### config.mk
export PLATFORM = sky130hd
export DESIGN_NAME = checker_composite_upscale
export DESIGN_NICKNAME = d
export VERILOG_FILES = /design/src/cku_pkg.sv /design/src/cku_ctrl.sv /design/src/cku_datapath.sv /design/src/checker_composite_upscale.sv
export VERILOG_INCLUDE_DIRS = /design/src /design/src/src
export SDC_FILE = /design/constraint.sdc
export NUM_CORES = 1
export LEC_CHECK = 0
export BUFFER_PORTS_ARGS = -buffer_cell sky130_fd_sc_hd__clkbuf_2
export CORE_MARGIN = 2
export CORE_UTILIZATION = 40
export CTS_CLUSTER_DIAMETER = 40
export DETAILED_ROUTE_END_ITERATION = 8
export REMOVE_ABC_BUFFERS = 1
export SLEW_MARGIN = 20
export SYNTH_ARGS = -nofsm -noshare
export SYNTH_HDL_FRONTEND = slang
export SYNTH_SLANG_ARGS = --single-unit
export TNS_END_PERCENT = 5
### constraint.sdc
create_clock -name clk_i -period 8.2 [get_ports clk_i]
set_input_delay 0.41 -clock clk_i [delete_from_list [all_inputs] [get_ports clk_i]]
set_output_delay 0.41 -clock clk_i [all_outputs]
set_load 0.1 [all_outputs]
### src/assert_macros.svh
// Assertion helpers shared by the RTL. Every check is clocked on clk_i and
// is switched off while rst_ni is low.
`ifndef ASSERT_MACROS_SVH
`define ASSERT_MACROS_SVH

// Property that must hold at every clock edge out of reset.
`define ASSERT_HOLDS(lbl, prop, msg) \
  lbl: assert property (@(posedge clk_i) disable iff (!rst_ni) (prop)) else $error(msg);

// Condition that must never be seen at a clock edge out of reset.
`define ASSERT_NEVER(lbl, cond, msg) \
  lbl: assert property (@(posedge clk_i) disable iff (!rst_ni) !(cond)) else $error(msg);

`endif

### src/cku_pkg.sv
package cku_pkg;

  // Configuration register widths and indices.
  localparam int unsigned CfgDataW  = 15;
  localparam int unsigned CfgIndexW = 2;
  localparam int unsigned ScaleW    = 6;

  localparam logic [CfgIndexW-1:0] CFG_SOURCE_WIDTH  = 2'd0;
  localparam logic [CfgIndexW-1:0] CFG_SOURCE_HEIGHT = 2'd1;
  localparam logic [CfgIndexW-1:0] CFG_SCALE_FACTOR  = 2'd2;

  // Pixel payload widths.
  localparam int unsigned ChanW   = 8;
  localparam int unsigned InDataW = 4 * ChanW;
  localparam int unsigned OutDataW = 3 * ChanW;

  // Commands from the controller to the datapath.
  typedef struct packed {
    logic load;   // capture the accepted source pixel
    logic mul;    // form the blend sums for both checker greys
    logic div;    // divide the sums by 255
    logic emit;   // load one replica into the output register
    logic last;   // this replica is the last one of the pixel
  } cmd_t;

  // Status from the datapath to the controller.
  typedef struct packed {
    logic [ScaleW-1:0] scale;  // effective scale factor, 1 and above
  } status_t;

endpackage

### src/cku_ctrl.sv
module cku_ctrl (
  input  logic                   clk_i,
  input  logic                   rst_ni,
  input  logic                   in_valid_i,
  output logic                   in_ready_o,
  output logic                   out_valid_o,
  input  logic                   out_ready_i,
  input  cku_pkg::status_t       status_i,
  output cku_pkg::cmd_t          cmd_o
);

  localparam logic [1:0] StIdle = 2'd0;
  localparam logic [1:0] StMul  = 2'd1;
  localparam logic [1:0] StDiv  = 2'd2;
  localparam logic [1:0] StEmit = 2'd3;

  logic [1:0]                  state_q, state_d;
  logic [cku_pkg::ScaleW-1:0]  rep_q, rep_d;
  logic                        out_valid_q, out_valid_d;
  logic                        emit;
  logic                        last;
  logic [cku_pkg::ScaleW-1:0]  scale_m1;

  // A replica may be loaded when the output register is empty or is being taken.
  assign scale_m1 = status_i.scale - {{(cku_pkg::ScaleW-1){1'b0}}, 1'b1};
  assign emit     = (state_q == StEmit) && (!out_valid_q || out_ready_i);
  assign last     = (rep_q == scale_m1);

  // Sequencer over capture, product, divide and replica emission.
  always_comb begin
    state_d = state_q;
    rep_d   = rep_q;
    unique case (state_q)
      StIdle: begin
        if (in_valid_i) begin
          state_d = StMul;
        end
      end
      StMul: begin
        state_d = StDiv;
      end
      StDiv: begin
        state_d = StEmit;
        rep_d   = '0;
      end
      StEmit: begin
        if (emit) begin
          if (last) begin
            state_d = StIdle;
            rep_d   = '0;
          end else begin
            rep_d = rep_q + {{(cku_pkg::ScaleW-1){1'b0}}, 1'b1};
          end
        end
      end
      default: begin
        state_d = StIdle;
      end
    endcase
  end

  // The output register stays full until the downstream side takes it.
  always_comb begin
    out_valid_d = out_valid_q;
    if (emit) begin
      out_valid_d = 1'b1;
    end else if (out_ready_i) begin
      out_valid_d = 1'b0;
    end
  end

  always_ff @(posedge clk_i or negedge rst_ni) begin
    if (!rst_ni) begin
      state_q     <= StIdle;
      rep_q       <= '0;
      out_valid_q <= 1'b0;
    end else begin
      state_q     <= state_d;
      rep_q       <= rep_d;
      out_valid_q <= out_valid_d;
    end
  end

  assign in_ready_o  = (state_q == StIdle);
  assign out_valid_o = out_valid_q;

  assign cmd_o.load = (state_q == StIdle) && in_valid_i;
  assign cmd_o.mul  = (state_q == StMul);
  assign cmd_o.div  = (state_q == StDiv);
  assign cmd_o.emit = emit;
  assign cmd_o.last = emit && last;

endmodule

### src/cku_datapath.sv
module cku_datapath #(
  parameter int unsigned MAX_WIDTH = 16384,
  parameter int unsigned MAX_SCALE = 32
) (
  input  logic                            clk_i,
  input  logic                            rst_ni,
  input  logic                            cfg_valid_i,
  input  logic [cku_pkg::CfgIndexW-1:0]   cfg_index_i,
  input  logic [cku_pkg::CfgDataW-1:0]    cfg_data_i,
  input  logic [cku_pkg::InDataW-1:0]     pixel_i,
  input  cku_pkg::cmd_t                   cmd_i,
  output cku_pkg::status_t                status_o,
  output logic [cku_pkg::OutDataW-1:0]    out_data_o,
  output logic                            out_last_o
);

  localparam logic [cku_pkg::CfgDataW-1:0] MaxWidth = cku_pkg::CfgDataW'(MAX_WIDTH);
  localparam logic [cku_pkg::ScaleW-1:0]   MaxScale = cku_pkg::ScaleW'(MAX_SCALE);
  localparam logic [15:0] GreyDark  = 16'd32;
  localparam logic [15:0] GreyLight = 16'd72;
  localparam logic [15:0] RoundBias = 16'd127;

  // Exact floor(x / 255) for x up to 255 * 256 - 1, by shift and add.
  function automatic logic [7:0] div255(input logic [15:0] x);
    logic [16:0] t;
    t = {1'b0, x} + {9'd0, x[15:8]} + 17'd1;
    return t[15:8];
  endfunction

  // Configuration registers.
  logic [cku_pkg::CfgDataW-1:0] width_q, height_q;
  logic [cku_pkg::ScaleW-1:0]   scale_q;

  always_ff @(posedge clk_i or negedge rst_ni) begin
    if (!rst_ni) begin
      width_q  <= cku_pkg::CfgDataW'(1);
      height_q <= cku_pkg::CfgDataW'(1);
      scale_q  <= cku_pkg::ScaleW'(1);
    end else if (cfg_valid_i) begin
      unique case (cfg_index_i)
        cku_pkg::CFG_SOURCE_WIDTH:  width_q  <= cfg_data_i;
        cku_pkg::CFG_SOURCE_HEIGHT: height_q <= cfg_data_i;
        cku_pkg::CFG_SCALE_FACTOR:  scale_q  <= cfg_data_i[cku_pkg::ScaleW-1:0];
        default: ;
      endcase
    end
  end

  // Saturate the registers into their legal ranges.
  logic [cku_pkg::CfgDataW-1:0] w_eff, h_eff;
  logic [cku_pkg::ScaleW-1:0]   s_eff;

  assign w_eff = (width_q == '0) ? cku_pkg::CfgDataW'(1) :
                 (width_q > MaxWidth) ? MaxWidth : width_q;
  assign h_eff = (height_q == '0) ? cku_pkg::CfgDataW'(1) :
                 (height_q > MaxWidth) ? MaxWidth : height_q;
  assign s_eff = (scale_q == '0) ? cku_pkg::ScaleW'(1) :
                 (scale_q > MaxScale) ? MaxScale : scale_q;

  assign status_o.scale = s_eff;

  // Output rows per frame, refreshed every cycle from the registers.
  logic [20:0] frame_rows_q;

  always_ff @(posedge clk_i or negedge rst_ni) begin
    if (!rst_ni) begin
      frame_rows_q <= 21'd1;
    end else begin
      frame_rows_q <= {6'd0, h_eff} * {15'd0, s_eff};
    end
  end

  // Blend pipeline: capture, sums for both greys, then divide.
  logic [2:0][7:0]  fg_q;
  logic [7:0]       alpha_q;
  logic [2:0][15:0] sum_dark_q, sum_light_q;
  logic [2:0][7:0]  mix_dark_q, mix_light_q;
  logic [7:0]       inv_alpha;

  assign inv_alpha = 8'd255 - alpha_q;

  always_ff @(posedge clk_i) begin
    if (cmd_i.load) begin
      for (int c = 0; c < 3; c++) begin
        fg_q[c] <= pixel_i[8*c +: 8];
      end
      alpha_q <= pixel_i[31:24];
    end
    if (cmd_i.mul) begin
      for (int c = 0; c < 3; c++) begin
        sum_dark_q[c]  <= {8'd0, fg_q[c]} * {8'd0, alpha_q}
                          + {8'd0, inv_alpha} * GreyDark + RoundBias;
        sum_light_q[c] <= {8'd0, fg_q[c]} * {8'd0, alpha_q}
                          + {8'd0, inv_alpha} * GreyLight + RoundBias;
      end
    end
    if (cmd_i.div) begin
      for (int c = 0; c < 3; c++) begin
        mix_dark_q[c]  <= div255(sum_dark_q[c]);
        mix_light_q[c] <= div255(sum_light_q[c]);
      end
    end
  end

  // Position counters.
  logic [13:0] col_q, col_d;
  logic [4:0]  rep_q, rep_d;
  logic [19:0] ocol_q, ocol_d;
  logic [19:0] orow_q, orow_d;
  logic [14:0] col_sum;
  logic [5:0]  rep_sum;
  logic [20:0] row_sum;

  always_comb begin
    col_d   = col_q;
    rep_d   = rep_q;
    ocol_d  = ocol_q;
    orow_d  = orow_q;
    col_sum = {1'b0, col_q} + 15'd1;
    rep_sum = {1'b0, rep_q} + 6'd1;
    row_sum = {1'b0, orow_q} + 21'd1;
    if (cmd_i.emit) begin
      ocol_d = ocol_q + 20'd1;
      if (cmd_i.last) begin
        if (col_sum >= w_eff) begin
          // End of a source row: restart the row and move down one line.
          col_d  = '0;
          ocol_d = '0;
          rep_d  = (rep_sum >= s_eff) ? 5'd0 : rep_sum[4:0];
          orow_d = row_sum[19:0];
          if ((row_sum >= frame_rows_q) || row_sum[20]) begin
            orow_d = '0;
            rep_d  = '0;
          end
        end else begin
          col_d = col_sum[13:0];
        end
      end
    end
  end

  always_ff @(posedge clk_i or negedge rst_ni) begin
    if (!rst_ni) begin
      col_q  <= '0;
      rep_q  <= '0;
      ocol_q <= '0;
      orow_q <= '0;
    end else begin
      col_q  <= col_d;
      rep_q  <= rep_d;
      ocol_q <= ocol_d;
      orow_q <= orow_d;
    end
  end

  // Output register: pick the grey of the checker cell under this replica.
  logic light;
  logic [cku_pkg::OutDataW-1:0] out_data_q;
  logic out_last_q;

  assign light = ocol_q[3] ^ orow_q[3];

  always_ff @(posedge clk_i) begin
    if (cmd_i.emit) begin
      for (int c = 0; c < 3; c++) begin
        out_data_q[8*c +: 8] <= light ? mix_light_q[c] : mix_dark_q[c];
      end
      out_last_q <= cmd_i.last;
    end
  end

  assign out_data_o = out_data_q;
  assign out_last_o = out_last_q;

endmodule

### src/checker_composite_upscale.sv
// Channel     | Direction | Handshake                  | Payload
// s_axis      | in        | s_axis_tvalid/s_axis_tready | source RGBA pixel
// m_axis      | out       | m_axis_tvalid/m_axis_tready | blended RGB replica, tlast
// cfg         | in        | cfg_valid_i/cfg_ready_o     | register index and data
//
// Each source pixel passes through capture, product and divide, then one replica a cycle
// while the output is not stalled, counted by the controller's replica counter.
// The next pixel is taken in the cycle after its predecessor's last replica is loaded.
// A stalled output register holds the replica and pauses the replica counter.
// Reset sets every configuration register to 1 and clears all position counters.
`include "assert_macros.svh"

module checker_composite_upscale #(
  parameter int unsigned MAX_WIDTH = 16384,
  parameter int unsigned MAX_SCALE = 32
) (
  input  logic                            clk_i,
  input  logic                            rst_ni,
  input  logic                            s_axis_tvalid,
  output logic                            s_axis_tready,
  // Fields from bit 0: src_red, src_green, src_blue, src_alpha.
  input  logic [cku_pkg::InDataW-1:0]     s_axis_tdata,
  output logic                            m_axis_tvalid,
  input  logic                            m_axis_tready,
  // Fields from bit 0: out_red, out_green, out_blue.
  output logic [cku_pkg::OutDataW-1:0]    m_axis_tdata,
  output logic                            m_axis_tlast,
  input  logic                            cfg_valid_i,
  output logic                            cfg_ready_o,
  input  logic [cku_pkg::CfgIndexW-1:0]   cfg_index_i,
  input  logic [cku_pkg::CfgDataW-1:0]    cfg_data_i
);

  cku_pkg::cmd_t    cmd;
  cku_pkg::status_t status;

  // Register writes are always taken.
  assign cfg_ready_o = 1'b1;

  cku_ctrl u_ctrl (
    .clk_i       (clk_i),
    .rst_ni      (rst_ni),
    .in_valid_i  (s_axis_tvalid),
    .in_ready_o  (s_axis_tready),
    .out_valid_o (m_axis_tvalid),
    .out_ready_i (m_axis_tready),
    .status_i    (status),
    .cmd_o       (cmd)
  );

  cku_datapath #(
    .MAX_WIDTH (MAX_WIDTH),
    .MAX_SCALE (MAX_SCALE)
  ) u_datapath (
    .clk_i       (clk_i),
    .rst_ni      (rst_ni),
    .cfg_valid_i (cfg_valid_i),
    .cfg_index_i (cfg_index_i),
    .cfg_data_i  (cfg_data_i),
    .pixel_i     (s_axis_tdata),
    .cmd_i       (cmd),
    .status_o    (status),
    .out_data_o  (m_axis_tdata),
    .out_last_o  (m_axis_tlast)
  );

  // A request taken in must be followed by its product step, never by a replica.
  `ASSERT_HOLDS(a_accept_then_mul, (s_axis_tvalid && s_axis_tready) |=> (cmd.mul && !s_axis_tready), "accepted pixel not followed by product step")
  // A replica must not overwrite a result the downstream side has not taken.
  `ASSERT_HOLDS(a_emit_no_overwrite, cmd.emit |-> (!m_axis_tvalid || m_axis_tready), "replica loaded over a pending result")
  // The last-replica mark only comes with a replica.
  `ASSERT_HOLDS(a_last_with_emit, cmd.last |-> cmd.emit, "last mark without a replica")
  // New pixels are not taken while replicas are still being produced.
  `ASSERT_NEVER(a_ready_while_emit, s_axis_tready && cmd.emit, "input ready during replica output")

endmodule

# --- Word level (Yosys, flattened, before mapping) ---
# Cells that the tools add are included.
# Widths: inputs -> output; s select.
totals:
  ff_bits: 321
  input_bits: 54
classes:
  n_addsub: 30
  multipliers: 5
  n_lt_le_gt_ge: 5
  eq_ne: 9
  n_mux: 22
  bitwise: 1
  reduce_logical: 20
ops:
  columns: ["op", "count"]
  rows:
  - ["$add 16x1->16 const B", 6]
  - ["$add 16x7->16 const B", 6]
  - ["$add 16x8->16", 6]
  - ["$mux 15", 4]
  - ["$mux 20", 3]
  - ["$add 16x13->16", 3]
  - ["$add 16x15->16", 3]
  - ["$mul 8x8->16", 3]
  - ["$gt 15x15->1 const B", 2]
  - ["$logic_not 15->1", 2]
  - ["$mux 6", 4]
  - ["$mux 8", 3]
  - ["$add 20x1->21 const B", 1]
  - ["$ge 21x21->1", 1]
  - ["$mul 15x6->21", 1]
  - ["$add 20x1->20 const B", 1]
  - ["$add 14x1->15 const B", 1]
  - ["$ge 15x15->1", 1]
  - ["$mux 14", 1]
  - ["$mul 8x4->12 const B", 1]
  - ["$pmux 6 s2", 1]
  - ["$reduce_and 2->1", 5]
  - ["$pmux 2 s4", 1]
  - ["$sub 8x8->8 const A", 1]
  - ["18 further kinds", 31]

# --- Longest topological paths before layout ---
depth:
  ltp_word: 8
  mapped_depth: 25

# --- Cells and area by module ---
# Synthesis repeated with hierarchy kept, for this count alone.
unflattened:
  cells_unflattened: 2685
  hier_area_um2: 27254.9
modules_own_cells:
  columns: ["module", "instances", "cells_per_inst", "area_each_um2"]
  rows:
  - ["cku_datapath", 1, 2600, 26512.9]
  - ["cku_ctrl", 1, 83, 730.7]
  - ["checker_composite_upscale", 1, 2, 11.3]

# --- Worst setup path before layout ---
# Ideal clock, no wire load.
synth_path:
  path_kind: "register to register"
  startpoint: "reg u_datapath.alpha_q[7]"
  endpoint: "reg u_datapath.sum_dark_q[31] (netlist bit), data pin"
  setup_ps: 264
  arrival_ps: 5993
  t_required_ps: 7936
  slack_ps: 1943
  path_stages_with_launch: 26
  cell_sequence: "edfxtp_1 > clkbuf_1 > clkbuf_1 > nand2_1 > fa_1 > fa_1 > inv_1 > fa_1 > inv_1 > fa_1 > inv_1 > ha_1 > o21a_1 > o31a_1 > o21ai_0 > nor2b_1 > xnor2_1 > ha_1 > ha_1 > and2_1 > o21a_1 > a41o_1 > o41ai_1 > nand2b_1 > o211ai_1 > xnor2_1"
synth_via:
  elab_chain_len: 3
synth_lines:
  columns: ["element", "line_no", "source"]
  rows:
  - ["start, declared", "cku_datapath.sv:75", "logic [7:0] alpha_q;"]
  - ["start signal, assigned", "cku_datapath.sv:87", "alpha_q <= pixel_i[31:24];"]
  - ["$mul 8x8->16 or $sub 8x8->8 (tied branches)", "cku_datapath.sv:91, cku_datapath.sv:80", null]
  - ["$add 16x13->16 (*)", "cku_datapath.sv:92", "+ {8'd0, inv_alpha} * GreyDark + RoundBias;"]
  - ["$add 16x7->16 (*)", "cku_datapath.sv:92", null]
  - ["end signal, assigned by index", "cku_datapath.sv:91", "sum_dark_q[c] <= {8'd0, fg_q[c]} * {8'd0, alpha_q}"]
  - ["end, declared", "cku_datapath.sv:76", "logic [2:0][15:0] sum_dark_q, sum_light_q;"]
# Mark *: on every way between the ends. The rest lies on a longest branch, timed or not.
# A chain may end at the register's enable or synchronous reset.

# --- Final worst setup path ---
layout_path:
  startpoint: "reg u_datapath.alpha_q[2]"
  endpoint: "reg u_datapath.sum_dark_q[31] (netlist bit), data pin"
# Same word-level chain as after synthesis.

==> qor.csv <==
stage,metric,value,unit
timing,final period utilization,84.04,%
floorplanning,total die area,69560,µm²
timing,final count of pins violating max slew,0,
clock_network,H-tree levels,2,
floorplanning,num ports,82,
run_status,status,finished clean,
routing,routed len/inst,16.35,µm
synthesis,yosys warns,0,
worst_setup_path,Setup crit end kind,flip-flop,
clock_network,CTS buffer count,55,
clock_network,CTS Buffer Depth,3,
routing,drt pass-1 iters,5,
synthesis,ys flop type,edfxtp_1,
worst_setup_path,arrival time worst endpoint,7.24,ns
clock_network,TritonCTS Sinks,296,
floorplanning,Initial Util,40.26,%
synthesis,sequential share of the synthesized area,31.03,%
grt,first-pass GRT wire length,101.6,mm
timing,fmax,145.1,MHz
finish,Area Overhead vs Synth,13.87,%
timing,Tightest Pin Transition,1.041,ns
routing,drt drc,0,
synthesis,top cell type's share of synthesized area,21.36,%
synthesis,average size of a mapped cell,10.03,µm²
worst_setup_path,Worst Path Required,8.55,ns
floorplanning,Die H,263.7,µm
worst_setup_path,Worst Setup Path Type,reg -> reg,
synthesis,Post-Syn Area,26990,µm²
finish,nets,3417,
placement,DP HPWL,48.08,mm
worst_setup_path,Crit path largest cell delay,1.03,ns
placement,dpl ws,1.289,ns
placement,number of port buffers,80,
routing,remaining antenna violation count,0,
timing,TNS Setup,0,ns
floorplanning,row count,95,
timing,RSZ-0062 raised after global routing,no,
placement,DP Cell Count,3613,
worst_setup_path,cell chain of the critical path,"nand2_1, fa_1, fa_1, inv_1, fa_1, inv_1, fa_1, inv_1, ha_1, o21a_1, o31a_1, o21ai_0, nor2b_1, xnor2_1, ha_1, ha_1, and2_1, o21a_1, a41o_1, o41ai_1, nand2b_1, o211ai_1, xnor2_1",
clock_network,Clock Latency Late Sink,0.64,ns
clock_network,CTS Hold Bufs,33,
clock_network,setup repair bufs after CTS,0,
grt,total track usage,17.81,%
grt,GRT overflow,0,
worst_setup_path,crit path launch type,flip-flop,
job,Max Cap Violations,0,
clock_network,CTS tree,built,
min_path,worst hold path type,in -> reg,
timing,minimum clock period,6.892,ns
timing,Final setup viols,0,
finish,"commonest cells after routing, fill and taps aside","371 x inv_1, 366 x ha_1, 196 x nand2_1, 192 x edfxtp_1",
synthesis,"flops & latches, synth",296,
timing,Final Skew,0.05189,ns
finish,non-filler cells in the finished layout,3750,
worst_setup_path,cell family with most CP delay,adder cells,
finish,"commonest non-fill, non-tap cell in the layout",inv_1,
placement,GPL Wtd Cong,0.8675,
routing,vias post-DR,19240,
timing,Slew HR,30.60,%
finish,Diodes inserted,0,
worst_setup_path,critical path peak fanout,28,
finish,Layout fillers,6312,
routing,Post-Route WL,61.32,mm
grt,vias in the first global route,19810,
clock_network,"Clk pin slew, worst setup/hold paths",0.05,ns
timing,final hold violations,0,
synthesis,Post-synth EDFFs,192,
routing,Via density,5.131,
floorplanning,core box area,67040,µm²
clock_network,CTS-repair resized insts,0,
routing,1st-iter DRT viols,957,
synthesis,Syn Inst Count,2691,
timing,final setup margin,1.308,ns
clock_network,CTS root buf,clkbuf_16,
worst_setup_path,Critical path buffers and inverters,3,
worst_setup_path,Critical-path top delay cell,edfxtp_1,
grt,initial antenna violation count,0,
floorplanning,die width,263.7,µm
worst_setup_path,Crit path top cell by count,fa_1,
finish,share of cells above drive strength 1,9.802,%
synthesis,most area-hungry cell type in the Yosys netlist,edfxtp_1,
synthesis,Yosys cell types,79,
synthesis,Synth area leaders,"edfxtp_1 21%, ha_1 17%, fa_1 12%",
grt,largest net degree at the start of global routing,79,
synthesis,async set or reset register ratio after synthesis,35.14,%
[cells in the mapped netlist, types with 11 or more instances]
| cell type | number |
|---|---|
| edfxtp_1 | 192 |
| ha_1 | 368 |
| nor2_1 | 168 |
| fa_1 | 165 |
| o31ai_1 | 11 |
| mux2i_1 | 16 |
| xor2_1 | 63 |
| and2_1 | 169 |
| o21bai_1 | 19 |
| dfrtp_1 | 100 |
| inv_1 | 371 |
| mux2_2 | 61 |
| nand2b_1 | 31 |
| and3_1 | 15 |
| o21a_1 | 32 |
| a21o_1 | 48 |
| nor2b_1 | 19 |
| xnor2_1 | 149 |
| o21ai_0 | 87 |
| nand3_1 | 54 |
| clkbuf_1 | 35 |
| nor3_1 | 42 |
| a21oi_1 | 100 |
| nand2_1 | 196 |
[sequential cells by signal, indices dropped and copies added, names as in the netlist]
signal                   cells
u_ctrl.state_q               2
u_datapath.alpha_q           8
u_datapath.height_q         15
u_ctrl.rep_q                 6
u_datapath.mix_light_q      24
u_datapath.mix_dark_q       24
u_datapath.sum_light_q      48
u_datapath.col_q            14
u_datapath.orow_q           20
u_datapath.frame_rows_q     21
u_datapath.sum_dark_q       39
u_datapath.ocol_q            4
u_datapath.out_data_o       24
u_ctrl.out_valid_o           1
u_datapath.out_last_o        1
u_datapath.width_q          15
u_datapath.scale_q           6
u_datapath.fg_q             24
[stage by stage]
stage / utilization (%) / hold slack [ns] / instance area, µm²
after floorplan: - / 0.1144 / 26820
after global placement: 42.39 / 0.3510 / 28420
after detailed placement: 42.40 / 0.3610 / 28420
after CTS: 45.82 / 0.02435 / 30720
after global routing: 45.84 / 0.03130 / 30730
final: 45.84 / 0.05208 / 30730
[cell families (layout without fill, tap and decap cells)]
logic type	count (synthesis)	in the layout	synth area share [%]
simple gates	749	749	13.76
buf+inv	415	601	5.832
mux	77	77	3.139
compound gates	407	407	9.963
fa+ha+maj	533	533	29.30
other cells	1	1	0.01390
flops	296	296	31.03
xor+xnor	213	213	6.964
[per-layer routing]
metal	share of wire, %	track usage [%]
met4	2.7	5.467
met3	3.4	2.181
met2	48	30.42
met1	46	23.62
met5	0	0
[worst reg2reg max path: cells and delay by family (launching register included)]
kind            cells  cell delay [ns]
fa+ha+maj           7             3.04
compound gates      7             1.47
flops               1             1.03
simple gates        4             0.66
xor+xnor            2             0.29
buf+inv             3             0.15
[path summary, 6_finish.rpt]
kind | to | slack (ns) | start | depth (start not counted)
worst max-delay path | u_datapath.sum_dark_q[31] | 1.31 | u_datapath.alpha_q[2] | 23
worst min-delay path | u_datapath.height_q[11] | 0.05 | cfg_data_i[11] | 2
worst max register to register | u_datapath.sum_dark_q[31] | 1.31 | u_datapath.alpha_q[2] | 23
worst min register to register | u_datapath.col_q[13] | 0.51 | u_datapath.col_q[13] | 2
max in group asynchronous | u_datapath.height_q[6] | 6.85 | rst_ni | 3
min in group asynchronous | u_datapath.frame_rows_q[11] | 0.31 | rst_ni | 2
[final cells by class]
cell class	count	area [µm²]	area share (%)
Multi-Input combinational cell	1980	17080	55.59
Sequential cell	296	8373	27.25
Inverter	374	1404	4.568
Clock buffer	56	1380	4.491
Tap cell	873	1092	3.555
Timing Repair Buffer	123	812.0	2.643
Clock inverter	48	585.6	1.906
Power is left out: the tool's default activity adds up to more than one toggle a clock period on the data nets, which glitch-free logic cannot reach.
